==> config.mk <==
export PLATFORM = sky130hd
export DESIGN_NAME = rtd_apply
export DESIGN_NICKNAME = d
export VERILOG_FILES = /design/src/rtl/rtd_pkg.sv /design/src/rtl/rtd_apply.sv
export SDC_FILE = /design/constraint.sdc
export NUM_CORES = 2
export LEC_CHECK = 0
export CORE_AREA = 2 2 284 567
export CTS_CLUSTER_SIZE = 20
export DETAILED_ROUTE_END_ITERATION = 6
export DIE_AREA = 0 0 286 569
export DONT_BUFFER_PORTS = 1
export PLACE_DENSITY = 0.61
export SKIP_LAST_GASP = 1
export SLEW_MARGIN = 20
export SYNTH_ARGS = -nofsm -noshare
export SYNTH_HDL_FRONTEND = slang
export SYNTH_SLANG_ARGS = --single-unit
==> constraint.sdc <==
create_clock -name clk -period 10.6 [get_ports clk]
set_input_delay 2.65 -clock clk [delete_from_list [all_inputs] [get_ports clk]]
set_output_delay 2.65 -clock clk [all_outputs]
set_load 0.01 [all_outputs]
==> src/rtl/rtd_pkg.sv <==
package rtd_pkg;

  // Coordinate format and the width of the saturated intermediate values.
  localparam int CoordW = 24;
  localparam int FracW  = 20;
  localparam int ImmW   = 32;

  // Exact products are rounded in a word wide enough for any of them.
  localparam int WideW  = 2 * ImmW + 2;
  // Rounded coefficient-times-intermediate terms.
  localparam int KrW    = CoordW + ImmW - FracW + 2;
  localparam int SumW   = KrW + 2;

  // Stages in the whole pipe, and those of them in the term stage group.
  localparam int TermStages = 9;
  localparam int NumStages  = TermStages + 2;

  localparam int NumRegs = 5;
  localparam int CfgIdxW = $clog2(NumRegs);

  typedef logic signed [CoordW-1:0]      coord_t;
  typedef logic signed [ImmW-1:0]        imm_t;
  typedef logic signed [WideW-1:0]       wide_t;
  typedef logic signed [KrW-1:0]         kr_t;
  typedef logic signed [SumW-1:0]        sum_t;
  typedef logic signed [2*CoordW-1:0]    pcc_t;
  typedef logic signed [CoordW+ImmW-1:0] pci_t;
  typedef logic signed [2*ImmW-1:0]      pii_t;
  typedef logic [CfgIdxW-1:0]            cfg_idx_t;

  typedef enum logic [CfgIdxW-1:0] {
    RegK1,
    RegK2,
    RegK3,
    RegP1,
    RegP2
  } cfg_reg_t;

  typedef struct packed {
    coord_t k1;
    coord_t k2;
    coord_t k3;
    coord_t p1;
    coord_t p2;
  } coef_t;

  typedef struct packed {
    logic [NumStages-1:0] load;
    logic [NumStages-1:0] valid;
  } pipe_ctl_t;

  typedef struct packed {
    coord_t x;
    coord_t y;
    imm_t   scale;
    kr_t    tanx;
    kr_t    tany;
  } terms_t;

  typedef struct packed {
    coord_t value;
    logic   hit;
  } sat_coord_t;

  localparam wide_t ImmMax   = (wide_t'(1) <<< (ImmW - 1)) - wide_t'(1);
  localparam wide_t ImmMin   = -ImmMax - wide_t'(1);
  localparam wide_t CoordMax = (wide_t'(1) <<< (CoordW - 1)) - wide_t'(1);
  localparam wide_t CoordMin = -CoordMax - wide_t'(1);
  localparam sum_t  OneQ     = sum_t'(1) <<< FracW;

  // Round to nearest with ties upwards, dropping FracW fraction bits.
  function automatic wide_t rnd_q(input wide_t v);
    return (v + (wide_t'(1) <<< (FracW - 1))) >>> FracW;
  endfunction

  // The same, dropping one bit fewer: gives the doubled product.
  function automatic wide_t rnd_q2(input wide_t v);
    return (v + (wide_t'(1) <<< (FracW - 2))) >>> (FracW - 1);
  endfunction

  function automatic imm_t sat_imm(input wide_t v);
    wide_t r;
    if (v > ImmMax) begin
      r = ImmMax;
    end else if (v < ImmMin) begin
      r = ImmMin;
    end else begin
      r = v;
    end
    return imm_t'(r);
  endfunction

  function automatic sat_coord_t sat_coord(input wide_t v);
    sat_coord_t s;
    if (v > CoordMax) begin
      s.value = coord_t'(CoordMax);
      s.hit   = 1'b1;
    end else if (v < CoordMin) begin
      s.value = coord_t'(CoordMin);
      s.hit   = 1'b1;
    end else begin
      s.value = coord_t'(v);
      s.hit   = 1'b0;
    end
    return s;
  endfunction

endpackage

==> src/rtl/rtd_apply.sv <==
module rtd_apply (
  input  logic                clk,
  input  rtd_pkg::pipe_ctl_t  ctl,
  input  rtd_pkg::terms_t     terms,
  output rtd_pkg::coord_t     x_out,
  output rtd_pkg::coord_t     y_out,
  output logic                clipped
);

  localparam int SMul = rtd_pkg::TermStages;
  localparam int SOut = rtd_pkg::TermStages + 1;

  rtd_pkg::coord_t    tx, ty;
  rtd_pkg::imm_t      tscale;
  rtd_pkg::pci_t      psx, psy;
  rtd_pkg::kr_t       tanx, tany;
  rtd_pkg::sat_coord_t sx, sy;

  assign tx     = terms.x;
  assign ty     = terms.y;
  assign tscale = terms.scale;

  // Final sum of the scaled coordinate and the tangential term, then clamp.
  always_comb begin
    sx = rtd_pkg::sat_coord(rtd_pkg::rnd_q(rtd_pkg::wide_t'(psx)) + rtd_pkg::wide_t'(tanx));
    sy = rtd_pkg::sat_coord(rtd_pkg::rnd_q(rtd_pkg::wide_t'(psy)) + rtd_pkg::wide_t'(tany));
  end

  always_ff @(posedge clk) begin
    if (ctl.load[SMul]) begin
      psx  <= tx * tscale;
      psy  <= ty * tscale;
      tanx <= terms.tanx;
      tany <= terms.tany;
    end
    if (ctl.load[SOut]) begin
      x_out   <= sx.value;
      y_out   <= sy.value;
      clipped <= sx.hit | sy.hit;
    end
  end

endmodule

==> impl_metrics.toml <==
[run_status]
status = "finished clean"

[timing]
setup_tns_ns = 0
hold_viol = 0
fin_ws_ns = 0.8985
rsz0062_at_grt = "false"
slew_headroom_pct = 17.80
period_minus_slack_ns = 9.702
fin_crit_sh_pct = 91.52
skew_ns = 0.02497
final_max_slew_viol_count = 0
worst_pin_slew_ns = 1.209
max_freq_mhz = 103.1
finalSetupViolations = 0

[logic_synthesis]
synth_edf_count = 199
ys_warn_count = 0
avgSynthCellArea_sq_um = 9.496
syn_nets = 8919
async_flop_share_pct = 0
syn_inst = 6804
yosys.area.top_type = "fa_1"
synth_area_leaders = "fa_1 49%, edfxtp_1 9.2%, inv_1 9.1%, ha_1 7.2%, and2_1 7.1%"
synth_seq_area_share_pct = 9.249
ys_ff_latch = 199
synth_top_area_share_pct = 48.52
synth.distinct_cells = 76
netlist_area_sq_mm = 0.06461
synth_top_flop_cell = "edfxtp_1"

[detailed_routing]
viasPerCell = 5.130
drc_errors = 0
routed_wl_mm = 169.2
wl_per_cell_microns = 19.64
detail_route.first_pass.iterations = 5
drt_iter0_markers = 2229
ant_nets = 0
via_count = 44193

[worst_setup_path]
start_kind = "primary input"
cp_cell_sequence = "nand2_1, inv_1, fa_1, fa_1, inv_1, fa_1, inv_1, fa_1, fa_1, fa_1, inv_1, fa_1, inv_1, ha_1, a21oi_1, and3_1, o311ai_0, a221o_1, a221o_1, a21oi_1, nand2b_1, a21oi_1, xnor2_1"
critPathTopFamily = "adder cells"
cpMostUsedCell = "fa_1"
crit_arrival_ns = 10.01
critPathCaptureType = "register"
required_ns = 10.90
crit_fanout = 31
cp_slowest_cell = "fa_1"
cpPeakStageDelay_ns = 0.79
crit_type = "primary input to register"
crit_buf_inv = 5

[clock_network]
cts_resized = 0
hold_buffers = 0
clock-sinks = 199
clock_path_buffers = 3
path_clk_slew_ns = 0.07
htreeDepth = 4
ctsRootBufferMaster = "clkbuf_16"
cts_inserted_buffers = 25
post_cts_buffers = 0
clk_latency_ns = 0.56
cts_tree = "yes"

[grt]
grt-ovfl-total = 0
first_global_vias = 48712
grt_max_degree = 151
grtUsageTotal_pct = 21.76
antenna_found_initial = 18
grt_pass1_wl_mm = 273.1

[final_layout]
fill_cells = 15773
nets = 8619
layout-drive-gt1-share_pct = 0.9986
layout_commonest_cell = "fa_1"
layout_common_cells = "1566 x fa_1, 1558 x inv_1, 864 x nand2_1, 733 x and2_1, 370 x ha_1"
final_cells = 8615
syn2layout_area_growth_pct = 3.364

[place]
placedCellCount = 8567
io_buffers = 0
pre_cts_ws_ns = 0.3755
dp.final_hpwl_mm = 125.7
finalWeightedCongestion = 0.8571

[floorplan]
ios = 228
die_w_microns = 286
dieHeight_microns = 569
initial_core_util_pct = 40.76
die_area_sq_mm = 0.1627
coreArea_sq_mm = 0.1585
rows = 207

[min_path]
min_path_type = "register to register"

[job]
cap_violations = 0
-- kinds of logic (layout without fill, tap and decap cells) --
| group | Yosys count | count (layout) | synth area share, % |
|---|---|---|---|
| simple gates | 2052 | 2052 | 15.87 |
| fa+ha+maj | 1936 | 1936 | 55.69 |
| buf+inv | 1895 | 1600 | 11.03 |
| compound gates | 494 | 494 | 5.066 |
| xor+xnor | 222 | 222 | 3.009 |
| flops | 199 | 199 | 9.249 |
| mux | 6 | 6 | 0.09489 |
| other cells | 0 | 16 | 0 |
-- flip-flops by register name, indices dropped and copies added (netlist names) --
register / cells
clipped: 1
psx: 37
psy: 37
tanx: 38
tany: 38
x_out: 24
y_out: 24
-- cell usage after synthesis (20+ instances only) --
| cell type | n |
|---|---|
| nand3_1 | 67 |
| fa_1 | 1566 |
| and3_1 | 41 |
| nand2b_1 | 43 |
| nor2b_1 | 23 |
| ha_1 | 370 |
| xnor2_1 | 162 |
| edfxtp_1 | 199 |
| a21oi_1 | 139 |
| clkbuf_1 | 316 |
| a21o_1 | 100 |
| nand4_1 | 45 |
| xor2_1 | 60 |
| nand2_1 | 864 |
| nor3_1 | 37 |
| o21ai_0 | 81 |
| o211ai_1 | 20 |
| inv_1 | 1558 |
| and2_1 | 733 |
| nor2_1 | 143 |
-- worst min-delay path, delay by kind of cell, from the launching register on --
kind / cells / cell delay (ns)
flops: 1 / 0.33
fa+ha+maj: 1 / 0.14
compound gates: 1 / 0.10
-- worst paths after layout --
kind | start | cells past startpoint | end | slack [ns]
setup reg to reg | psx[25] | 21 | clipped | 3.88
hold / removal | tany[0] | 2 | y_out[0] | 0.66
setup / recovery | terms[132] | 23 | psx[54] | 0.90
hold reg to reg | tany[0] | 2 | y_out[0] | 0.66
-- final cells by class --
| type | count | area, sq um | area share [%] |
|---|---|---|---|
| repair buffers | 9 | 67.56 | 0.1012 |
| inverters | 1559 | 5852 | 8.763 |
| clock buffers | 27 | 633.1 | 0.9480 |
| clock inverters | 5 | 81.33 | 0.1218 |
| diodes | 16 | 40.04 | 0.05995 |
| flip-flops and latches | 199 | 5976 | 8.948 |
| multi-input cells | 4710 | 51520 | 77.14 |
| well taps | 2090 | 2615 | 3.916 |
-- through the flow --
stage	area [sq um]	util, %	hold slack [ns]
after CTS	66740	42.11	0.6717
after detailed placement	66030	41.66	0.6539
final	66780	42.13	0.6617
after global routing	66770	42.13	0.6963
after global placement	66030	41.66	0.6457
after floorplan	64610	-	0.6190
-- layer usage --
layer / track usage [%] / up-vias / share of wire (%)
li1: - / 19592 / -
met1: 26.42 / 23238 / 39
met2: 39.45 / 1090 / 53
met3: 2.916 / 267 / 5.2
met4: 7.142 / 6 / 3.4
met5: 0 / - / 0.024
Power is not shown: default switching activity piles up to over one toggle a cycle in this logic, so the estimate is an artifact.
