$ cat config.mk
export PLATFORM = sky130hd
export DESIGN_NAME = rtd_cfg_regs
export DESIGN_NICKNAME = d
export VERILOG_FILES = /design/src/rtl/rtd_pkg.sv /design/src/rtl/rtd_cfg_regs.sv
export SDC_FILE = /design/constraint.sdc
export NUM_CORES = 1
export LEC_CHECK = 0
export BUFFER_PORTS_ARGS = -buffer_cell sky130_fd_sc_hd__clkbuf_2
export CAP_MARGIN = 30
export CORE_UTILIZATION = 55
export DETAILED_ROUTE_END_ITERATION = 12
export GPL_ROUTABILITY_DRIVEN = 0
export PLACE_DENSITY = 0.9
export SYNTH_ARGS = -nofsm -noshare
export SYNTH_HDL_FRONTEND = slang
export SYNTH_SLANG_ARGS = --single-unit
$ cat constraint.sdc
create_clock -name clk -period 2.4 [get_ports clk]
set_clock_uncertainty 0.1 [all_clocks]
set_input_delay 0.24 -clock clk [delete_from_list [all_inputs] [get_ports clk]]
set_output_delay 0.24 -clock clk [all_outputs]
set_load 0.005 [all_outputs]
$ cat src/rtl/rtd_pkg.sv
package rtd_pkg;

  // Coordinate format and the width of the saturated intermediate values.
  localparam int CoordW = 24;
  localparam int FracW  = 20;
  localparam int ImmW   = 32;

  // Exact products are rounded in a word wide enough for any of them.
  localparam int WideW  = 2 * ImmW + 2;
  // Rounded coefficient-times-intermediate terms.
  localparam int KrW    = CoordW + ImmW - FracW + 2;
  localparam int SumW   = KrW + 2;

  // Stages in the whole pipe, and those of them in the term stage group.
  localparam int TermStages = 9;
  localparam int NumStages  = TermStages + 2;

  localparam int NumRegs = 5;
  localparam int CfgIdxW = $clog2(NumRegs);

  typedef logic signed [CoordW-1:0]      coord_t;
  typedef logic signed [ImmW-1:0]        imm_t;
  typedef logic signed [WideW-1:0]       wide_t;
  typedef logic signed [KrW-1:0]         kr_t;
  typedef logic signed [SumW-1:0]        sum_t;
  typedef logic signed [2*CoordW-1:0]    pcc_t;
  typedef logic signed [CoordW+ImmW-1:0] pci_t;
  typedef logic signed [2*ImmW-1:0]      pii_t;
  typedef logic [CfgIdxW-1:0]            cfg_idx_t;

  typedef enum logic [CfgIdxW-1:0] {
    RegK1,
    RegK2,
    RegK3,
    RegP1,
    RegP2
  } cfg_reg_t;

  typedef struct packed {
    coord_t k1;
    coord_t k2;
    coord_t k3;
    coord_t p1;
    coord_t p2;
  } coef_t;

  typedef struct packed {
    logic [NumStages-1:0] load;
    logic [NumStages-1:0] valid;
  } pipe_ctl_t;

  typedef struct packed {
    coord_t x;
    coord_t y;
    imm_t   scale;
    kr_t    tanx;
    kr_t    tany;
  } terms_t;

  typedef struct packed {
    coord_t value;
    logic   hit;
  } sat_coord_t;

  localparam wide_t ImmMax   = (wide_t'(1) <<< (ImmW - 1)) - wide_t'(1);
  localparam wide_t ImmMin   = -ImmMax - wide_t'(1);
  localparam wide_t CoordMax = (wide_t'(1) <<< (CoordW - 1)) - wide_t'(1);
  localparam wide_t CoordMin = -CoordMax - wide_t'(1);
  localparam sum_t  OneQ     = sum_t'(1) <<< FracW;

  // Round to nearest with ties upwards, dropping FracW fraction bits.
  function automatic wide_t rnd_q(input wide_t v);
    return (v + (wide_t'(1) <<< (FracW - 1))) >>> FracW;
  endfunction

  // The same, dropping one bit fewer: gives the doubled product.
  function automatic wide_t rnd_q2(input wide_t v);
    return (v + (wide_t'(1) <<< (FracW - 2))) >>> (FracW - 1);
  endfunction

  function automatic imm_t sat_imm(input wide_t v);
    wide_t r;
    if (v > ImmMax) begin
      r = ImmMax;
    end else if (v < ImmMin) begin
      r = ImmMin;
    end else begin
      r = v;
    end
    return imm_t'(r);
  endfunction

  function automatic sat_coord_t sat_coord(input wide_t v);
    sat_coord_t s;
    if (v > CoordMax) begin
      s.value = coord_t'(CoordMax);
      s.hit   = 1'b1;
    end else if (v < CoordMin) begin
      s.value = coord_t'(CoordMin);
      s.hit   = 1'b1;
    end else begin
      s.value = coord_t'(v);
      s.hit   = 1'b0;
    end
    return s;
  endfunction

endpackage

$ cat src/rtl/rtd_cfg_regs.sv
module rtd_cfg_regs (
  input  logic               clk,
  input  logic               rst,
  input  logic               wr_valid,
  input  rtd_pkg::cfg_idx_t  wr_index,
  input  rtd_pkg::coord_t    wr_data,
  output rtd_pkg::coef_t     coef
);

  // Indexes past the last register write nothing.
  always_ff @(posedge clk) begin
    if (rst) begin
      coef <= '0;
    end else if (wr_valid) begin
      unique case (rtd_pkg::cfg_reg_t'(wr_index))
        rtd_pkg::RegK1: coef.k1 <= wr_data;
        rtd_pkg::RegK2: coef.k2 <= wr_data;
        rtd_pkg::RegK3: coef.k3 <= wr_data;
        rtd_pkg::RegP1: coef.p1 <= wr_data;
        rtd_pkg::RegP2: coef.p2 <= wr_data;
        default: begin
        end
      endcase
    end
  end

endmodule

==> results of run 1 <==
==> final timing paths <==
check / slack (ps) / endpoint / cells past startpoint / start
worst max register to register: 1570 / coef[19] / 2 / coef[19]
worst max-delay path: 1030 / coef[19] / 1 / coef[19]
worst min-delay path: 20 / coef[54] / 3 / wr_data[6]
worst min register to register: 370 / coef[99] / 2 / coef[99]
==> layout make-up <==
type,count,share of cell area
flip-flops and latches,120,0.390
multi-input cells,271,0.359
clock inverters,13,0.0250
well taps,105,0.0213
clock buffers,19,0.0700
repair buffers,158,0.135
==> cell families (layout without fill, tap and decap cells) <==
| group | after synthesis | count (layout) | synth area share |
|---|---|---|---|
| mux | 120 | 120 | 0.253 |
| buf+inv | 30 | 190 | 0.0337 |
| simple gates | 151 | 151 | 0.208 |
| flops | 120 | 120 | 0.506 |
==> power groups by stage <==
stage	Sequential [uW]	Combinational [uW]	Clock, uW
6_report	2060	284	2470
5_1_grt	2070	306	2620
4_1_cts	2060	286	2510
2_1_floorplan	2110	163	0
3_3_place_gp	2100	272	0
3_5_place_dp	2100	280	0
==> placed cells by master, fill, tap and decap left out, drive strengths merged <==
master,n
buf,7
bufinv,3
clkbuf,168
clkinv,6
clkinvlp,4
dfxtp,120
dlygate4sd3,2
mux2i,120
nand2b,144
nand4b,1
nand4bb,3
nor4b,1
nor4bb,1
or4b,1
==> metrics by stage <==
| stage | util | instance area (um^2) | instances | worst slack, ps |
|---|---|---|---|---|
| after floorplan | - | 4750 | 421 | 1090 |
| after global placement | 0.670 | 5560 | 652 | 655 |
| after detailed placement | 0.670 | 5560 | 652 | 600 |
| after CTS | 0.743 | 6160 | 686 | 1020 |
| after global routing | 0.743 | 6160 | 686 | 1000 |
| final | 0.743 | 6160 | 686 | 1030 |
==> routing by layer <==
layer / vias up / track usage
li1: 1691 / -
met2: 128 / 0.463
met5: - / 0
met3: 6 / 0.0910
met1: 1665 / 0.284
met4: 0 / 0.0846
==> summary.txt, run 1 <==
Status
  • Outcome: finished, final reports clean

Timing
  • Least-Margin Pin Slew: 627 ps
  • Setup tns final: 0 ps
  • Endpoints failing hold: 0
  • Slew margin rel.: 0.582
  • Tcrit/Tclk final: 0.571
  • Fin. max-slew vios: 0
  • Setup violations, final: 0
  • Achievable Freq: 730 MHz
  • Hold Slack: 20.0 ps
  • Final min period: between 1000 and 1500 ps
  • Unrepaired setup endpoints after global routing: false

Drt
  • WL met3: 787 um
  • Vias/cell: a little over 5
  • Final antenna-violating net count: 0
  • Detailed Route WL: ~11000 um
  • Met1 WL: 4740 um
  • Top Layer Used: met4
  • DR DRC count: 0
  • Pre-antenna DRT Iters: 5
  • Starting DRT DRC Count: 111
  • DR WL met2: roughly 5600 um
  • Via count: 3490
  • Wire per inst: 16.3 um

CTS
  • Clk root buf: clkbuf_8
  • Clock Path Buffers: 2
  • Post-CTS Resized: 0
  • CTS sink cnt: 120
  • Worst-Skew Late Latency: 500 ps
  • Hold-fix buffers, CTS: 2
  • Clock-pin slew of the registers on the worst-case setup and hold paths: 50 ps
  • H-tree depth: 4
  • CTS tree: built
  • TritonCTS Buffers: 17
  • Postcts setup bufs: 0

Place
  • Detail Placement HPWL: 7290 um
  • PortBufs: 149

Worst setup path
  • CP delay by family, top: flip-flops
  • CP Capture Type: output pin
  • Worst path required time: 2060 ps
  • Critical Path Source Type: register
  • CP max stage delay: 390 ps
  • Buf/Inv on CP: 1
  • Slowest CP cell: dfxtp_1
  • Crit path DAT: 1030 ps
  • Crit path max fanout: 2
  • WS Path Type: register to output pin
  • CP cell instances: clkbuf_2

Final layout
  • Max reg flops: 120
  • Share of cells above drive strength 1: 0.329
  • Fillers: about 600
  • P&R area growth vs syn: 29.7%
  • # diodes: 0
  • Multi-input logic area: 2210 um^2
  • Largest regs: coef (120)
  • Flip-flop and latch area: around 2400 um^2
  • Final nets: approximately 600
  • Largest Register: coef

Flow run
  • Max-Cap Viols: 0

Power
  • Pwr/cell area: roughly 800 nW/um^2
  • P_leak: 0.00318 uW
  • Peak supply drop: about 440 uV
  • Sw frac: 0.216
  • Internal power: approximately 3800 uW
  • Sequential share of power: 0.429
  • Gate power share: 0.059
  • Total power: between 4000 and 5000 uW
  • Clock network power share: 0.512
  • P_sw: between 1000 and 1500 uW

Synthesis
  • Top-count cell post-synth: nand2b_1
  • Synth area leaders: dfxtp_1 (51%), mux2i_1 (25%), nand2b_1 (19%), clkbuf_1 (1.3%), buf_4 (1.1%)
  • Cell variety after synth: 12
  • Main synth FF type: dfxtp_1
  • Synth top area share: 0.506
  • Yosys Warn Count: 0
  • Mapped Cells: between 400 and 500
  • Commonest cells in the synthesized netlist: nand2b_1 (144), dfxtp_1 (120), mux2i_1 (120)
  • Largest area contributor in the netlist: dfxtp_1
  • Net Count, Synth: 451
  • EDFF count, synth: 0
  • Sequential area share after synthesis: 0.506
  • FFs w/ async S/R, synth: 0
  • Synthesized area: approximately 4800 um^2
  • Avg Inst Size Synth: 11.3 um^2
  • Yosys reg bits: 120

Global route
  • Total track usage: 0.259
  • Largest net degree at the start of global routing: 145
  • GRT overflow: 0
  • Initial antenna violation count: 0
  • Vias in the first global route: between 3000 and 4000
  • First-pass GRT wire length: 17500 um

Die
  • Die Ht: 94.9 um
  • Core box area: between 8000 and 9000 um^2
  • Die ar.: about 9000 um^2
  • Width of the die: 94.9 um
  • Initial Util: 0.572
  • Num rows: 33
  • IO Pins: 150

Min path
  • Hold WC Path Type: input pin to register
Note: power is estimated with default switching activity, not from simulation.
==> run 2, diff against run 1 <==
- ABC_AREA: not set -> 1
- CORE_UTILIZATION: 55 -> 51
- PLACE_DENSITY: 0.9 -> 0.85
- clock period: 2.4 -> 1.4 ns (I/O delays scaled with it)
==> run 2 against run 1 <==
Effect of this change:
- area after synthesis up 2.4%
- via count up 45%
- routed wire length up 26%
==> summary.txt, run 2 <==
Place
  • Detail Placement HPWL: 8750 um (was 7290 um)
  • PortBufs: 149 (unchanged)

Synthesis
  • FFs w/ async S/R, synth: 0 (unchanged)
  • Net Count, Synth: 722 (was 451)
  • Cell variety after synth: 14 (was 12)
  • Main synth FF type: dfxtp_1 (unchanged)
  • Largest area contributor in the netlist: dfxtp_1 (unchanged)
  • Synth area leaders: dfxtp_1 (49%), nor2_1 (19%), nand3_1 (12%), nand2_1 (9.5%), inv_1 (2.1%) (was dfxtp_1 (51%), mux2i_1 (25%), nand2b_1 (19%), clkbuf_1 (1.3%), buf_4 (1.1%))
  • Avg Inst Size Synth: 7.03 um^2 (was 11.3 um^2)
  • Synthesized area: 4870 um^2 (was 4750 um^2)
  • Synth top area share: 0.494 (was 0.506)
  • Yosys Warn Count: 0 (unchanged)
  • Commonest cells in the synthesized netlist: nor2_1 (241), nand2_1 (123), dfxtp_1 (120), nand3_1 (120), inv_1 (27) (was nand2b_1 (144), dfxtp_1 (120), mux2i_1 (120))
  • EDFF count, synth: 0 (unchanged)
  • Mapped Cells: 692 (was 421)
  • Sequential area share after synthesis: 0.494 (was 0.506)
  • Yosys reg bits: 120 (unchanged)
  • Top-count cell post-synth: nor2_1 (was nand2b_1)

CTS
  • Clock Path Buffers: 2 (unchanged)
  • CTS sink cnt: 120 (unchanged)
  • Clock-pin slew of the registers on the worst-case setup and hold paths: 60 ps (was 50 ps)
  • CTS tree: built (unchanged)
  • Clk root buf: clkbuf_8 (unchanged)
  • Worst-Skew Late Latency: 510 ps (was 500 ps)
  • Post-CTS Resized: 0 (unchanged)
  • H-tree depth: 4 (unchanged)
  • Postcts setup bufs: 0 (unchanged)
  • TritonCTS Buffers: 17 (unchanged)
  • Hold-fix buffers, CTS: 24 (was 2)

Final layout
  • Fillers: 738 (was 584)
  • # diodes: 0 (unchanged)
  • Largest Register: coef (unchanged)
  • Share of cells above drive strength 1: 0.245 (was 0.329)
  • Final nets: 882 (was 598)
  • Max reg flops: 120 (unchanged)
  • Largest regs: coef (120) (unchanged)
  • Most common cell after layout, fill and taps aside: nor2_1 (was clkbuf_2)
  • P&R area growth vs syn: 35.6% (was 29.7%)
  • Most frequent cells in the layout: nor2_1 (240), clkbuf_2 (149), nand2_1 (123), nand3_1 (120), dfxtp_1 (120) (was clkbuf_2 (149), nand2b_1 (144), mux2i_1 (120), dfxtp_1 (120), clkbuf_16 (16))

Drt
  • Final antenna-violating net count: 0 (unchanged)
  • DR DRC count: 0 (unchanged)
  • Pre-antenna DRT Iters: 6 (was 5)
  • Starting DRT DRC Count: 253 (was 111)
  • Vias/cell: 5.08 (was 5.09)
  • Via count: 5045 (was 3490)
  • Detailed Route WL: 14000 um (was 11200 um)
  • Wire per inst: 14.1 um (was 16.3 um)

Worst setup path
  • Slowest CP cell: dfxtp_1 (unchanged)
  • CP delay by family, top: flip-flops (unchanged)
  • CP cell instances: clkbuf_2 (unchanged)
  • Crit path DAT: 1020 ps (was 1030 ps)
  • CP Depth: 1 (unchanged)
  • Critical Path Source Type: register (unchanged)
  • Setup slack, reg-to-reg: 660 ps (was 1570 ps)
  • Worst path required time: 1160 ps (was 2060 ps)
  • Crit path max fanout: 2 (unchanged)
  • WS Path Type: register to output pin (unchanged)
  • Worst r2r path cells: 2 (unchanged)
  • CP max stage delay: 380 ps (was 390 ps)
  • CP Capture Type: output pin (unchanged)
  • Buf/Inv on CP: 1 (unchanged)

Power
  • Internal power: 6600 uW (was 3780 uW)
  • Clock network power share: 0.491 (was 0.512)
  • Sw frac: 0.250 (was 0.216)
  • P_sw: 2200 uW (was 1040 uW)
  • Gate power share: 0.100 (was 0.059)
  • Peak supply drop: 871 uV (was 435 uV)
  • P_leak: 0.00316 uW (was 0.00318 uW)
  • Pwr/cell area: 1330 nW/um^2 (was 781 nW/um^2)
  • Sequential share of power: 0.410 (was 0.429)

Min path
  • Hold depth: 5 (was 3)
  • Hold WC Path Type: input pin to register (unchanged)

Die
  • Num rows: 35 (was 33)
  • IO Pins: 150 (unchanged)
  • Initial Util: 0.527 (was 0.572)
  • Width of the die: 99.7 um (was 94.9 um)
  • Die Ht: 99.7 um (was 94.9 um)
  • Die ar.: 9940 um^2 (was 9010 um^2)
  • Core box area: 9240 um^2 (was 8300 um^2)

Flow run
  • Max-Cap Viols: 0 (unchanged)

Timing
  • Fin. max-slew vios: 0 (unchanged)
  • Least-Margin Pin Slew: 441 ps (was 627 ps)
  • Achievable Freq: 791 MHz
  • Hold Slack: 44.9 ps (was 20.0 ps)
  • Endpoints failing hold: 0 (unchanged)
  • Final min period: 1260 ps
  • Tcrit/Tclk final: 0.904
  • Setup tns final: 0 ps (unchanged)
  • Setup violations, final: 0 (unchanged)
  • Slew margin rel.: 0.705 (was 0.582)
  • Unrepaired setup endpoints after global routing: false (unchanged)

Global route
  • Largest net degree at the start of global routing: 85 (was 145)
  • GRT overflow: 0 (unchanged)
  • Total track usage: 0.291 (was 0.259)
  • First-pass GRT wire length: 22300 um (was 17500 um)
  • Vias in the first global route: 4384 (was 3521)
  • Initial antenna violation count: 0 (unchanged)

Status
  • Outcome: finished, final reports clean (unchanged)
-- run 2: changes by cell type after synthesis, moves of 9 or more --
cell and delta:
nand2b_1 -144, buf_2 +9, mux2i_1 -120, nor2_1 +241, nand3_1 +120, inv_1 +27
clkbuf_1 -9, nand2_1 +123
-- run 2: final cells by class --
cell class              instances  area [um^2]  share of cell area
well taps                     129          161              0.0245
flip-flops and latches        120         2400               0.364
clock inverters                15          178              0.0269
repair buffers                187         1240               0.188
multi-input cells             495         2080               0.316
clock buffers                  17          414              0.0628
inverters                      31          118              0.0178
-- run 2: per-stage QoR --
| stage | cell area (um^2) | worst slack, ps | cells | util | total power, uW |
|---|---|---|---|---|---|
| after floorplan | 4870 | 423 | 692 | - | 4160 |
| after global placement | 5770 | 182 | 938 | 0.624 | 4470 |
| after detailed placement | 5770 | 149 | 938 | 0.624 | 4490 |
| after CTS | 6600 | 137 | 994 | 0.714 | 8830 |
| after global routing | 6600 | 111 | 994 | 0.714 | 9090 |
| final | 6600 | 135 | 994 | 0.714 | 8800 |
-- run 2: routing by layer --
metal	part of all wire	up-vias	global-route usage
li1	-	2469	-
met1	0.41	2281	0.368
met2	0.47	258	0.473
met3	0.093	37	0.0745
met5	0	-	0
met4	0.024	0	0.120
-- run 2: power by group through the flow --
stage	registers [uW]	logic, uW	clock network (uW)
global route	3620	967	4510
floorplan	3680	481	0
finish	3610	876	4320
global placement	3670	798	0
CTS	3600	868	4350
detailed placement	3680	809	0
-- run 2: cells by family (layout without fill, tap and decap cells) --
kind of cell | Yosys count | in the layout | synth area share
flops | 120 | 120 | 0.494
buf+inv | 77 | 250 | 0.0807
simple gates | 495 | 495 | 0.426
-- run 2: worst register-to-register path, cell delays in order (launching register included) --
cell and delay (ps):
dfxtp_1 320, nor2_1 130, nor2_1 80
-- run 2: path summary, 6_finish.rpt --
kind | start | end
worst max register to register | coef[3] | coef[3]
worst min register to register | coef[6] | coef[6]
worst max-delay path | coef[46] | coef[46]
worst min-delay path | wr_index[0] | coef[33]
