==> src/rtl/rtd_pkg.sv <==
package rtd_pkg;

  // Coordinate format and the width of the saturated intermediate values.
  localparam int CoordW = 24;
  localparam int FracW  = 20;
  localparam int ImmW   = 32;

  // Exact products are rounded in a word wide enough for any of them.
  localparam int WideW  = 2 * ImmW + 2;
  // Rounded coefficient-times-intermediate terms.
  localparam int KrW    = CoordW + ImmW - FracW + 2;
  localparam int SumW   = KrW + 2;

  // Stages in the whole pipe, and those of them in the term stage group.
  localparam int TermStages = 9;
  localparam int NumStages  = TermStages + 2;

  localparam int NumRegs = 5;
  localparam int CfgIdxW = $clog2(NumRegs);

  typedef logic signed [CoordW-1:0]      coord_t;
  typedef logic signed [ImmW-1:0]        imm_t;
  typedef logic signed [WideW-1:0]       wide_t;
  typedef logic signed [KrW-1:0]         kr_t;
  typedef logic signed [SumW-1:0]        sum_t;
  typedef logic signed [2*CoordW-1:0]    pcc_t;
  typedef logic signed [CoordW+ImmW-1:0] pci_t;
  typedef logic signed [2*ImmW-1:0]      pii_t;
  typedef logic [CfgIdxW-1:0]            cfg_idx_t;

  typedef enum logic [CfgIdxW-1:0] {
    RegK1,
    RegK2,
    RegK3,
    RegP1,
    RegP2
  } cfg_reg_t;

  typedef struct packed {
    coord_t k1;
    coord_t k2;
    coord_t k3;
    coord_t p1;
    coord_t p2;
  } coef_t;

  typedef struct packed {
    logic [NumStages-1:0] load;
    logic [NumStages-1:0] valid;
  } pipe_ctl_t;

  typedef struct packed {
    coord_t x;
    coord_t y;
    imm_t   scale;
    kr_t    tanx;
    kr_t    tany;
  } terms_t;

  typedef struct packed {
    coord_t value;
    logic   hit;
  } sat_coord_t;

  localparam wide_t ImmMax   = (wide_t'(1) <<< (ImmW - 1)) - wide_t'(1);
  localparam wide_t ImmMin   = -ImmMax - wide_t'(1);
  localparam wide_t CoordMax = (wide_t'(1) <<< (CoordW - 1)) - wide_t'(1);
  localparam wide_t CoordMin = -CoordMax - wide_t'(1);
  localparam sum_t  OneQ     = sum_t'(1) <<< FracW;

  // Round to nearest with ties upwards, dropping FracW fraction bits.
  function automatic wide_t rnd_q(input wide_t v);
    return (v + (wide_t'(1) <<< (FracW - 1))) >>> FracW;
  endfunction

  // The same, dropping one bit fewer: gives the doubled product.
  function automatic wide_t rnd_q2(input wide_t v);
    return (v + (wide_t'(1) <<< (FracW - 2))) >>> (FracW - 1);
  endfunction

  function automatic imm_t sat_imm(input wide_t v);
    wide_t r;
    if (v > ImmMax) begin
      r = ImmMax;
    end else if (v < ImmMin) begin
      r = ImmMin;
    end else begin
      r = v;
    end
    return imm_t'(r);
  endfunction

  function automatic sat_coord_t sat_coord(input wide_t v);
    sat_coord_t s;
    if (v > CoordMax) begin
      s.value = coord_t'(CoordMax);
      s.hit   = 1'b1;
    end else if (v < CoordMin) begin
      s.value = coord_t'(CoordMin);
      s.hit   = 1'b1;
    end else begin
      s.value = coord_t'(v);
      s.hit   = 1'b0;
    end
    return s;
  endfunction

endpackage

==> src/rtl/rtd_pipe_ctrl.sv <==
module rtd_pipe_ctrl (
  input  logic                clk,
  input  logic                rst,
  input  logic                in_valid,
  input  logic                out_ready,
  output rtd_pkg::pipe_ctl_t  ctl
);

  logic [rtd_pkg::NumStages-1:0] valid;
  logic [rtd_pkg::NumStages-1:0] load;
  logic [rtd_pkg::NumStages-1:0] down_ready;

  // A stage loads when it is empty or its contents move on, so bubbles close up.
  always_comb begin
    down_ready[rtd_pkg::NumStages-1] = out_ready;
    load[rtd_pkg::NumStages-1] = !valid[rtd_pkg::NumStages-1] || out_ready;
    for (int i = rtd_pkg::NumStages - 2; i >= 0; i--) begin
      down_ready[i] = load[i+1];
      load[i] = !valid[i] || down_ready[i];
    end
  end

  always_ff @(posedge clk) begin
    if (rst) begin
      valid <= '0;
    end else begin
      if (load[0]) begin
        valid[0] <= in_valid;
      end
      for (int i = 1; i < rtd_pkg::NumStages; i++) begin
        if (load[i]) begin
          valid[i] <= valid[i-1];
        end
      end
    end
  end

  assign ctl.load  = load;
  assign ctl.valid = valid;

endmodule

==> config.mk <==
export PLATFORM = sky130hd
export DESIGN_NAME = rtd_pipe_ctrl
export DESIGN_NICKNAME = d
export VERILOG_FILES = /design/src/rtl/rtd_pkg.sv /design/src/rtl/rtd_pipe_ctrl.sv
export SDC_FILE = /design/constraint.sdc
export NUM_CORES = 1
export LEC_CHECK = 0
export ABC_AREA = 1
export ABC_CLOCK_PERIOD_IN_PS = 1500
export BUFFER_PORTS_ARGS = -buffer_cell sky130_fd_sc_hd__buf_2
export CAP_MARGIN = 20
export CORE_AREA = 5 5 42 44
export CTS_CLUSTER_SIZE = 8
export DETAILED_ROUTE_END_ITERATION = 16
export DIE_AREA = 0 0 47 49
export GPL_TIMING_DRIVEN = 0
export HOLD_SLACK_MARGIN = 0.05
export PLACE_DENSITY_LB_ADDON = 0.1
export SLEW_MARGIN = 20
export SYNTH_ARGS = -nofsm -noshare
export SYNTH_HDL_FRONTEND = slang
export SYNTH_SLANG_ARGS = --single-unit
==> constraint.sdc <==
create_clock -name clk -period 1.5 [get_ports clk]
set_clock_uncertainty 0.05 [all_clocks]
set_input_delay 0.075 -clock clk [delete_from_list [all_inputs] [get_ports clk]]
set_output_delay 0.075 -clock clk [all_outputs]
set_load 0.05 [all_outputs]
==> results.txt, run 1 <==
- Run status: finished, violations left
- Violated checks: setup timing
- R2R Path Start: valid[8]
- Clock latency reported for the late side of the worst-skew pair: approximately 0.25 ns
- Clock-pin slew reported for the worst setup and hold paths after clock tree synthesis: approximately 0.07 ns
* Layout overhead on the synthesized area: 77.7%
- Main area contributors after synthesis: sky130_fd_sc_hd__dfxtp_1, sky130_fd_sc_hd__inv_1, sky130_fd_sc_hd__a21oi_1
- For this block, the routed nets add up to 1.15 mm of wire.
- Proportion of netlist area held by the largest area contributor: between 50 and 60%
* Hold-critical path endpoint: valid[10]
* Pre-Repair DR Iteration Count: 3
- In the final routed layout, each cell accounts on average for ~11 µm.
- Data required time at the worst endpoint: 1.37 ns
- Vias after detailed routing: roughly 460
* Reg2Reg Setup Slack: 0.08 ns
* Post-synthesis sequential area ratio: just over 50%
* Fin nets: 93
- In this run the clock root is driven by a sky130_fd_sc_hd__clkbuf_4.
- Summed over all layers, the global routing overflow is 0.
- The library cells used most frequently in the layout, excluding fill and tap cells, are sky130_fd_sc_hd__buf_2, sky130_fd_sc_hd__inv_1, sky130_fd_sc_hd__buf_4.
* Largest registers: valid (11)
- Setup slack on the critical path of the routed design comes to -0.111 ns.
- Total negative slack for setup checks: -0.296 ns
- Worst Path Max Fanout: 5
* Critical R2R Capture: valid[0]
- Register with the most flip-flops: valid
- Initial detailed-routing violation count: 2
* Rel. slew slack: between 60% and 70%
- The mapped netlist covers about 430 µm².
- Power density over cell area: between 600 and 700 nW/µm²
* Largest voltage drop on the vdd net: 470 µV
- Prior to clock tree synthesis, the placed netlist has a worst setup slack of ~0.028 ns.
- The repair_antennas step left the layout with diodes totalling 0.
- Number of H-tree branching levels: 1
- The worst path in the final design needs a cycle of 1.61 ns, including I/O delays and setup.
- Vias per Instance: between 4 and 5
* Largest buffer count on any clock path: 2
- Setup repair after global routing could not meet its margin everywhere.
* Area of all placed cells without fillers: just under 800 µm²
- Weighted congestion at the end of routability-driven global placement: about 0.64
* Num CTS Buffers: 3
- Filler instances: 140
- The library cell used most frequently in the layout, excluding fill and tap cells, is sky130_fd_sc_hd__buf_2.
- Across the run, the number of max-cap violations was 0.
- Yosys printed 0 warnings.
* Global-route total usage across every layer: a little under an eighth
* Fraction of layout cells with a size suffix above 1: 55.7%
- Kind of path behind the tightest hold check: input pin to flop
- Initial cell density of the core: a little under a third
- The floorplan step set the die height to just under 50 µm.
- Data arrives at the worst endpoint at about 1.5 ns.
- The worst setup path is captured at an output pin.
- The die is roughly 47 µm wide.
- Number of global-route vias before repair: 477
- Leakage power: between 0.3 and 0.4 nW
* Global-route wire length before repair: around 2 mm
- Detailed placement ended at an HPWL of ~810 µm.
* Largest net degree at the start of global routing: 11
- Number of endpoints with negative hold slack in the final report: 0
* Number of different library cells in the post-synthesis netlist: 12
- Final design utilization: a little over half
- Averaged over all synthesized cells, the footprint is approximately 9.0 µm².
- Final Max Slew Viols: 0
- Logic depth of the worst register-to-register path: 7
- Number of flip-flops in the largest register: 11
- Area of the placeable core: 1400 µm²
- Summed over all instances, the cell type with the most area after synthesis is sky130_fd_sc_hd__dfxtp_1.
* Die Area: ~2300 µm²
- Dividing the final minimum period by the clock period gives 107%.
- Number of storage elements in the synthesis netlist: 11
- Classification of the worst setup path: flop to output pin
* Critical path launch point type: flop
- TritonCTS built the clock tree.
- Setup violations remaining at the end of the flow were counted as 5.
* DRC violation count after routing: 0
* Num rows: 14
* Instance count of the mapped netlist: 48
- Final ANT Viol Nets: 0
- Tightest Pin Transition: approximately 0.47 ns
- The number of antenna violations at the first check in global routing came to 0.
- I/O pins: 26
- Derived from the worst setup path, the maximum achievable clock frequency is slightly above 600 MHz.
- Total power consumption of the routed design: 0.527 mW
* Sink count of the clock tree: 11
- Counting every net in the synthesized netlist gives 52.
* Hold path start: out_ready
- Hold Crit Depth: 4
- Input and output buffers added on the ports amount to 25.
- Placed Area: roughly 620 µm²
## report_power, final
group / switching [mW] / total [mW] / internal (mW) / leakage [nW]
registers: 0.00687 / 0.298 / 0.291 / 0.0921
logic: 0.0272 / 0.0394 / 0.0123 / 0.249
clock network: 0.0877 / 0.190 / 0.102 / 0.0150
total: 0.122 / 0.527 / 0.406 / 0.356
## worst max-delay path, cell delays in order, from the launching register on
cell                      delay (ns)
sky130_fd_sc_hd__dfxtp_4        0.36
sky130_fd_sc_hd__nand4_4        0.11
sky130_fd_sc_hd__nor2_4         0.12
sky130_fd_sc_hd__nand4_4        0.10
sky130_fd_sc_hd__nor2_4         0.23
sky130_fd_sc_hd__nand4_4        0.12
sky130_fd_sc_hd__buf_8          0.18
## what timing repair did
| item | 4_1_cts | 5_1_grt |
|---|---|---|
| hold buffers | 2 | 0 |
| pin swaps | 3 | 3 |
| hold endpoints to repair | 2 | 0 |
| setup endpoints to repair | 4 | 8 |
| gates resized for setup | 9 | 5 |
| cloned | 0 | 0 |
| buffers inserted | 7 | 2 |
## through the flow
stage / hold slack (ns) / cells
floorplan: 0.0844 / 48
detailed placement: 0.204 / 89
global route: 0.126 / 104
finish: 0.110 / 104
CTS: 0.104 / 102
global placement: 0.183 / 89
## final cells by class
class / count / area [µm²] / area share, %
flip-flops and latches: 11 / 233 / 30.2
inverters: 12 / 45.0 / 5.85
repair buffers: 36 / 250 / 32.5
plain buffers: 1 / 3.75 / 0.488
well taps: 16 / 20.0 / 2.60
clock buffers: 4 / 26.3 / 3.41
multi-input cells: 24 / 191 / 24.9
## how the worst max path moves through the flow
stage / end / start / slack, ns / depth (start not counted)
6_report: ctl[11] / valid[8] / -0.11 / 6
5_1_grt: ctl[11] / valid[8] / -0.23 / 6
4_1_cts: ctl[11] / valid[10] / -0.13 / 6
3_5_place_dp: ctl[11] / valid[9] / 0.03 / 6
3_3_place_gp: ctl[11] / valid[9] / 0.03 / 6
2_1_floorplan: valid[0] / valid[9] / -0.55 / 6
## logic make-up (layout without fill, tap and decap cells)
family,after synthesis,in the layout,synth area share (%)
simple gates,15,15,26.6
buf+inv,13,53,11.3
flops,11,11,50.9
compound gates,9,9,11.3
## per-layer routing
metal / vias up / part of all wire, % / track usage, %
met5: - / 0 / 0
met3: 0 / 10 / 4.43
met4: 0 / 0 / 2.76
li1: 235 / - / -
met2: 18 / 54 / 20.1
met1: 209 / 35 / 12.9
## cell usage after synthesis
cell	instances
sky130_fd_sc_hd__a21oi_1	8
sky130_fd_sc_hd__a21oi_2	1
sky130_fd_sc_hd__clkbuf_1	1
sky130_fd_sc_hd__dfxtp_1	11
sky130_fd_sc_hd__inv_1	12
sky130_fd_sc_hd__nand2_1	3
sky130_fd_sc_hd__nand3_1	2
sky130_fd_sc_hd__nand3_2	1
sky130_fd_sc_hd__nand4_2	2
sky130_fd_sc_hd__nand4_4	1
sky130_fd_sc_hd__nor2_1	4
sky130_fd_sc_hd__nor2_4	2
Note: power is estimated with default switching activity, not from simulation.
==> inputs of run 2 (changes only) <==
--- a/config.mk
+++ b/config.mk
@@ -9,10 +9,10 @@
 export ABC_CLOCK_PERIOD_IN_PS = 1500
 export BUFFER_PORTS_ARGS = -buffer_cell sky130_fd_sc_hd__buf_2
 export CAP_MARGIN = 20
-export CORE_AREA = 5 5 42 44
+export CORE_AREA = 2 2 39 41
 export CTS_CLUSTER_SIZE = 8
 export DETAILED_ROUTE_END_ITERATION = 16
-export DIE_AREA = 0 0 47 49
+export DIE_AREA = 0 0 41 43
 export GPL_TIMING_DRIVEN = 0
 export HOLD_SLACK_MARGIN = 0.05
 export PLACE_DENSITY_LB_ADDON = 0.1
==> run 2 against run 1 <==
Effect of this change:
- the run still ends with setup timing left
- clock power grew 4%
- combinational power about the same
- non-clock buffer count shrank 1
- hold slack lost 0.019 ns
- critical path type unchanged
- global-route usage is 2.4 points higher
- cell count decreased by 0.96%
- total power rose by 1.4%
- register-to-register slack got worse by 0.13 ns
- critical endpoint unchanged
- die area down 23%
==> results.txt, run 2 (synthesized netlist as in run 1, its figures left out) <==
* Run status: finished, violations left (unchanged)
* Violated checks: setup timing (unchanged)
* I/O pins: 26 (unchanged)
- Master cell of the clock root buffer: sky130_fd_sc_hd__clkbuf_4 (unchanged)
- Number of antenna violations at the first check in global routing: 0 (unchanged)
- Crit. End Element: output pin (unchanged)
- The cell area reported after detailed placement came to 618 µm² (unchanged).
- Initial cell density of the core: 31.3% (was 30.9%)
* Total negative slack for setup checks: -0.486 ns (was -0.296 ns)
- The endpoint of the worst register-to-register path was valid[0] (unchanged).
* Layout overhead on the synthesized area: 78.6% (was 77.7%)
* R2R Path Start: valid[8] (unchanged)
- Sink count of the clock tree: 11 (unchanged)
- The achievable frequency was 605 MHz (was 621 MHz).
- Vias per Instance: 4.34 (was 4.44)
* Most common cell after layout, fill and taps aside: sky130_fd_sc_hd__buf_2 (unchanged)
* Number of flip-flops in the largest register: 11 (unchanged)
- The die width was 41 µm (was 47 µm).
- The setup slack of the worst register-to-register path was -0.05 ns (was 0.08 ns).
* Largest net degree at the start of global routing: 11 (unchanged)
* Final ANT Viol Nets: 0 (unchanged)
* Met2 routed wirelength: 596 µm (was 623 µm)
- The routed length on met3 is 74 µm (was 116 µm).
- Setup repair after global routing missed its margin: true (unchanged).
- Routed wire length: 1.09 mm (was 1.15 mm)
* Clock tree from TritonCTS: built (unchanged)
- Pre-Repair DR Iteration Count: 2 (was 3)
- Global-route total usage across every layer: 14.1% (was 11.7%)
* Global-route wire length before repair: 1.64 mm (was 2.01 mm)
* Die height: 43 µm (was 49 µm)
- Logic depth of the worst register-to-register path: 8 (was 7)
* Classification of the worst setup path: flop to output pin (unchanged)
- The number of global-route vias before repair came to 379 (was 477).
- The final worst-path cycle share came to 110% (was 107%).
- Filler instances: 145 (was 140)
- The hold-critical path endpoint is valid[10] (unchanged).
* Post-detailed-route wirelength per cell: 10.6 µm (was 11.0 µm)
- Clock-pin slew reported for the worst setup and hold paths after clock tree synthesis: 0.07 ns (about the same)
- The top metal layer carrying routed signals is met4 (was met3).
- Area of all placed cells without fillers: 773 µm² (was 769 µm²)
- Kind of path behind the tightest hold check: input pin to flop (unchanged)
- The number of buffer cells added on primary ports came to 25 (unchanged).
- Total inserted antenna cells: 0 (unchanged)
- The total instance count after detailed placement was 89 (unchanged).
* Final-report setup violation count: 5 (unchanged)
- The time the final worst path needs with I/O delays and setup was 1.65 ns (was 1.61 ns).
- Initial detailed-routing violation count: 10 (was 2)
- The power density over cell area was 692 nW/µm² (was 685 nW/µm²).
- Largest voltage drop on the vdd net: 551 µV (was 470 µV)
- Most frequent cells in the layout: sky130_fd_sc_hd__buf_2, sky130_fd_sc_hd__inv_1, sky130_fd_sc_hd__a21oi_1 (was sky130_fd_sc_hd__buf_2, sky130_fd_sc_hd__inv_1, sky130_fd_sc_hd__buf_4).
* Worst hold slack: 0.0914 ns (was 0.110 ns)
- The number of failing hold endpoints at the final stage is 0 (unchanged).
- The top register by number of flip-flops was valid (unchanged).
- The start point of the worst hold path is out_ready (unchanged).
- The transition time of the tightest slew-check pin came to 0.475 ns (about the same).
- Smallest setup slack after layout: -0.152 ns (was -0.111 ns)
* Leakage power: 0.356 nW (about the same)
- Critical path launch point type: flop (unchanged)
* Vias after detailed routing: 447 (was 462)
- Final Max Slew Viols: 0 (unchanged)
- The final net count is 92 (was 93).
- The count of maximum capacitance violations is 0 (unchanged).
- The routability congestion estimate came to 0.617 (was 0.637).
- The detailed placement HPWL was 682 µm (was 807 µm).
* Largest buffer count on any clock path: 2 (unchanged)
* Num rows: 14 (unchanged)
- Filler-free cell count of the finished design: 103 (was 104)
- The maximum level of the CTS H-tree was 1 (unchanged).
- Num CTS Buffers: 3 (unchanged)
- The number of remaining DRC errors is 0 (unchanged).
* Arrival time reported for the critical path endpoint: 1.53 ns (was 1.49 ns)
- Fraction of layout cells with a size suffix above 1: 55.2% (was 55.7%)
- The latest clock arrival within the worst-skew pair is 0.26 ns (was 0.25 ns).
* Hold Crit Depth: 4 (unchanged)
- Rel. slew slack: 68.3% (was 68.4%)
- The die footprint is 1760 µm² (was 2300 µm²).
- The area of the core region came to 1380 µm² (was 1400 µm²).
- Sum of routed wire segments on met1: 415 µm (was 405 µm)
- Worst Path Max Fanout: 5 (unchanged)
- The endpoint required time on the critical path is 1.37 ns (about the same).
- The worst slack after detailed placement came to 0.0300 ns (was 0.0279 ns).
- The total congestion overflow came to 0 (unchanged).
- Largest registers: valid (11) (unchanged).
run 2: repair_timing:
| item | 4_1_cts | 5_1_grt |
|---|---|---|
| gates cloned | 0 | 0 |
| resized for setup | 9 | 8 |
| endpoints found under the hold margin | 2 | 0 |
| buffers inserted | 6 | 2 |
| pin swaps | 3 | 0 |
| setup endpoints to repair | 4 | 7 |
| hold buffers | 2 | 0 |
run 2: worst max-delay path by stage:
stage                    end     start  slack (ns)
floorplan           valid[0]  valid[9]       -0.55
global placement     ctl[11]  valid[9]        0.03
detailed placement   ctl[11]  valid[9]        0.03
CTS                  ctl[11]  valid[8]       -0.15
global route         ctl[11]  valid[8]       -0.22
finish               ctl[11]  valid[8]       -0.15
run 2: stage by stage:
step	utilization, %	power (mW)
global route	55.9	0.552
finish	55.9	0.535
floorplan	-	0.329
global placement	44.7	0.340
CTS	53.3	0.541
detailed placement	44.7	0.339
run 2: area by class of cell:
type / count / area [µm²] / area share [%]
tap: 16 / 20.0 / 2.59
clock buffer: 4 / 26.3 / 3.40
sequential: 11 / 233 / 30.1
multi-input combinational: 24 / 191 / 24.8
timing repair buffer: 35 / 254 / 32.8
buffer: 1 / 3.75 / 0.485
inverter: 12 / 45.0 / 5.83
run 2: critical path: stages, from the launching register on:
cell and delay (ns):
sky130_fd_sc_hd__dfxtp_4 0.36, sky130_fd_sc_hd__nand4_4 0.11, sky130_fd_sc_hd__nor2_4 0.15, sky130_fd_sc_hd__nand4_4 0.10
sky130_fd_sc_hd__nor2_4 0.22, sky130_fd_sc_hd__nand4_4 0.13, sky130_fd_sc_hd__buf_8 0.18
run 2: layer usage:
layer	up-vias	GRT usage (%)
met1	199	15.6
met2	17	22.8
met4	0	8.00
li1	229	-
met5	-	0
met3	2	3.66
run 2: power breakdown:
group / leakage, nW / internal (mW) / switching (mW)
logic: 0.248 / 0.0123 / 0.0271
clock network: 0.0150 / 0.103 / 0.0953
registers: 0.0921 / 0.291 / 0.00672
==> inputs of run 3 (changes only) <==
--- a/config.mk
+++ b/config.mk
@@ -13,7 +13,6 @@
 export CTS_CLUSTER_SIZE = 8
 export DETAILED_ROUTE_END_ITERATION = 16
 export DIE_AREA = 0 0 41 43
-export GPL_TIMING_DRIVEN = 0
 export HOLD_SLACK_MARGIN = 0.05
 export PLACE_DENSITY_LB_ADDON = 0.1
 export SLEW_MARGIN = 20
==> run 3 against run 2 <==
Effect of this change:
- highest routed layer unchanged
- clock power up 2%
- count of clock-buffer cells in the layout unchanged
- cell area down 4.2%
- cell count down 2.9%
- the flow still finishes with violations (setup timing)
==> results.txt, run 3 (synthesized netlist as in run 1, its figures left out) <==
- The largest net degree at the start of global routing came to 12 (was 11).
- The layout overhead on the synthesized area is 71.1% (was 78.6%).
- Hold path start: rst (was out_ready)
* Global-route total usage across every layer: 14.5% (was 14.1%)
- The starting density of the core is 31.3% (unchanged).
- The number of buffer cells added on primary ports came to 25 (unchanged).
- The count of maximum capacitance violations came to 0 (unchanged).
- The final wirelength is 994 µm (was 1.09 mm).
* Wire length on met3: 80 µm (was 74 µm)
- The flip-flop count of the largest register after layout was 11 (unchanged).
- The die footprint is 1760 µm² (unchanged).
* Data required time at the worst endpoint: 1.37 ns (about the same)
* Arrival time reported for the critical path endpoint: 1.48 ns (was 1.53 ns)
- Leakage power: 0.341 nW (was 0.356 nW)
* Reg2Reg Setup Slack: 0.08 ns (was -0.05 ns)
- Sink count of the clock tree: 11 (unchanged)
* Final ANT Viol Nets: 0 (unchanged)
- Violated checks: setup timing (unchanged).
- Kind of path behind the tightest hold check: input pin to flop (unchanged)
- Number of antenna violations at the first check in global routing: 0 (unchanged)
- The total number of vias is 438 (was 447).
- The transition time of the tightest slew-check pin came to 0.285 ns (was 0.475 ns).
- The y dimension of the die is 43 µm (unchanged).
* Fin nets: 89 (was 92)
- Startpoint of the most critical setup path: valid[10] (was valid[8])
- The share of power burned in the clock network came to 37.6% (was 37.0%).
* Placed Area: 622 µm² (was 618 µm²)
- Most frequent cells in the layout: sky130_fd_sc_hd__buf_2, sky130_fd_sc_hd__inv_1, sky130_fd_sc_hd__a21oi_1, sky130_fd_sc_hd__buf_4, sky130_fd_sc_hd__dfxtp_1 (was sky130_fd_sc_hd__buf_2, sky130_fd_sc_hd__inv_1, sky130_fd_sc_hd__a21oi_1)
* Weighted congestion at the end of routability-driven global placement: 0.595 (was 0.617)
- The area of the core region was 1380 µm² (unchanged).
* Net switching power: 0.132 mW (was 0.129 mW)
* Number of endpoints with negative hold slack in the final report: 0 (unchanged)
- The number of remaining DRC errors is 0 (unchanged).
* Final design utilization: 53.5% (was 55.9%)
- The iteration-0 DRC count of the detailed router is 0 (was 10).
* Vias per Instance: 4.38 (was 4.34)
- The final cell area excluding filler cells came to 741 µm² (was 773 µm²).
* Crit. End Element: output pin (unchanged)
- Global-route wire length before repair: 1.67 mm (was 1.64 mm)
- Most common cell after layout, fill and taps aside: sky130_fd_sc_hd__buf_2 (unchanged)
- Number of H-tree branching levels: 1 (unchanged)
- The number of diodes added for antenna fixing is 0 (unchanged).
- The number of rows created at floorplan was 14 (unchanged).
- Met2 routed wirelength: 510 µm (was 596 µm)
- Clock-pin slew reported for the worst setup and hold paths after clock tree synthesis: 0.07 ns (about the same)
* Sequential Power Share: 55.5% (was 55.6%)
- The share of cells above drive strength 1 came to 56.0% (was 55.2%).
- Sum of net half-perimeters after detailed placement: 708 µm (was 682 µm)
* R2R Path Start: valid[10] (was valid[8])
- Classification of the worst setup path: flop to output pin (unchanged)
* Part of the power in combinational logic: 6.9% (was 7.4%)
- Clock tree from TritonCTS: built (unchanged)
* Critical path launch point type: flop (unchanged)
- The largest buffer count on any clock path was 2 (unchanged).
- The die width was 41 µm (unchanged).
- Num CTS Buffers: 3 (unchanged)
- The worst slew margin relative to its limit is 81.0% (was 68.3%).
- The latest clock arrival within the worst-skew pair came to 0.26 ns (about the same).
- Number of global-route vias before repair: 420 (was 379)
- Largest registers: valid (11) (unchanged).
- The switching fraction of total power was 24.7% (was 24.1%).
- Topmost layer with routed signal wires: met4 (unchanged)
- Setup repair after global routing missed its margin: true (unchanged)
* Power density over cell area: 723 nW/µm² (was 692 nW/µm²)
* Pre-Repair DR Iteration Count: 1 (was 2)
- The slack of the critical path is -0.109 ns (was -0.152 ns).
- The final worst-path cycle share came to 107% (was 110%).
- The total congestion overflow is 0 (unchanged).
- The top register by number of flip-flops is valid (unchanged).
- The critical-path maximum fanout is 5 (unchanged).
- Largest voltage drop on the vdd net: 395 µV (was 551 µV)
- The average wire length per cell after detail routing is 9.94 µm (was 10.6 µm).
* Run status: finished, violations left (unchanged)
- Final Max Slew Viols: 0 (unchanged)
* F_max: 621 MHz (was 605 MHz)
- I/O pins: 26 (unchanged)
- Master cell of the clock root buffer: sky130_fd_sc_hd__clkbuf_4 (unchanged)
- Minimum period implied by the final worst setup slack: 1.61 ns (was 1.65 ns)
* Final-report setup violation count: 5 (unchanged)
- The internal power contribution came to 0.404 mW (was 0.406 mW).
* Sum of routed wire segments on met1: 391 µm (was 415 µm)
[run 3: cell types whose count changed in the layout (fill, tap and decap cells not counted)]
cell                            previous run  this run
sky130_fd_sc_hd__buf_4                     7         8
sky130_fd_sc_hd__clkbuf_1                  2         1
sky130_fd_sc_hd__dlygate4sd3_1             2         1
sky130_fd_sc_hd__buf_8                     2         1
sky130_fd_sc_hd__buf_6                     5         4
[run 3: layer usage]
metal | track usage, % | vias to the layer above
li1 | - | 224
met1 | 15.0 | 195
met2 | 22.8 | 17
met3 | 3.66 | 2
met4 | 12.0 | 0
met5 | 0 | -
[run 3: area by class of cell]
cell class	count	area [µm²]
sequential	11	233
inverter	12	45.0
fill	140	643
tap	16	20.0
multi-input combinational	24	191
clock buffer	4	26.3
timing repair buffer	33	225
[run 3: critical path: stages (launching register included)]
cell	delay, ns
sky130_fd_sc_hd__dfxtp_4	0.36
sky130_fd_sc_hd__nand4_4	0.11
sky130_fd_sc_hd__nor2_4	0.12
sky130_fd_sc_hd__nand4_4	0.10
sky130_fd_sc_hd__nor2_4	0.23
sky130_fd_sc_hd__nand4_4	0.12
sky130_fd_sc_hd__buf_8	0.18
[run 3: worst paths after layout]
check	end	cells after the start
worst max register to register	valid[0]	7
worst min register to register	valid[9]	2
worst max-delay path	ctl[11]	6
worst min-delay path	valid[0]	2
[run 3: power by group through the flow]
stage / Clock, mW / Combinational [mW] / Sequential (mW)
6_report: 0.202 / 0.0369 / 0.297
5_1_grt: 0.228 / 0.0398 / 0.298
4_1_cts: 0.213 / 0.0371 / 0.297
3_5_place_dp: 0 / 0.0350 / 0.304
3_3_place_gp: 0 / 0.0353 / 0.304
2_1_floorplan: 0 / 0.0101 / 0.319
[run 3: per-stage QoR]
stage	total power [mW]	cells	setup TNS, ns	hold slack, ns	setup slack, ns
final	0.536	100	-0.300	0.0710	-0.109
after global routing	0.565	100	-0.695	0.0725	-0.191
after CTS	0.548	99	-0.346	0.0612	-0.119
after detailed placement	0.339	89	0	0.284	0.115
after global placement	0.340	89	0	0.282	0.119
after floorplan	0.329	48	-3.64	0.0844	-0.549
[run 3: what timing repair did]
item                                    4_1_cts  5_1_grt
pin swaps                                     3        2
resized for setup                             9        5
hold buffers                                  1        0
buffers inserted                              5        1
endpoints found under the setup margin        4        6
endpoints found under the hold margin         1        0
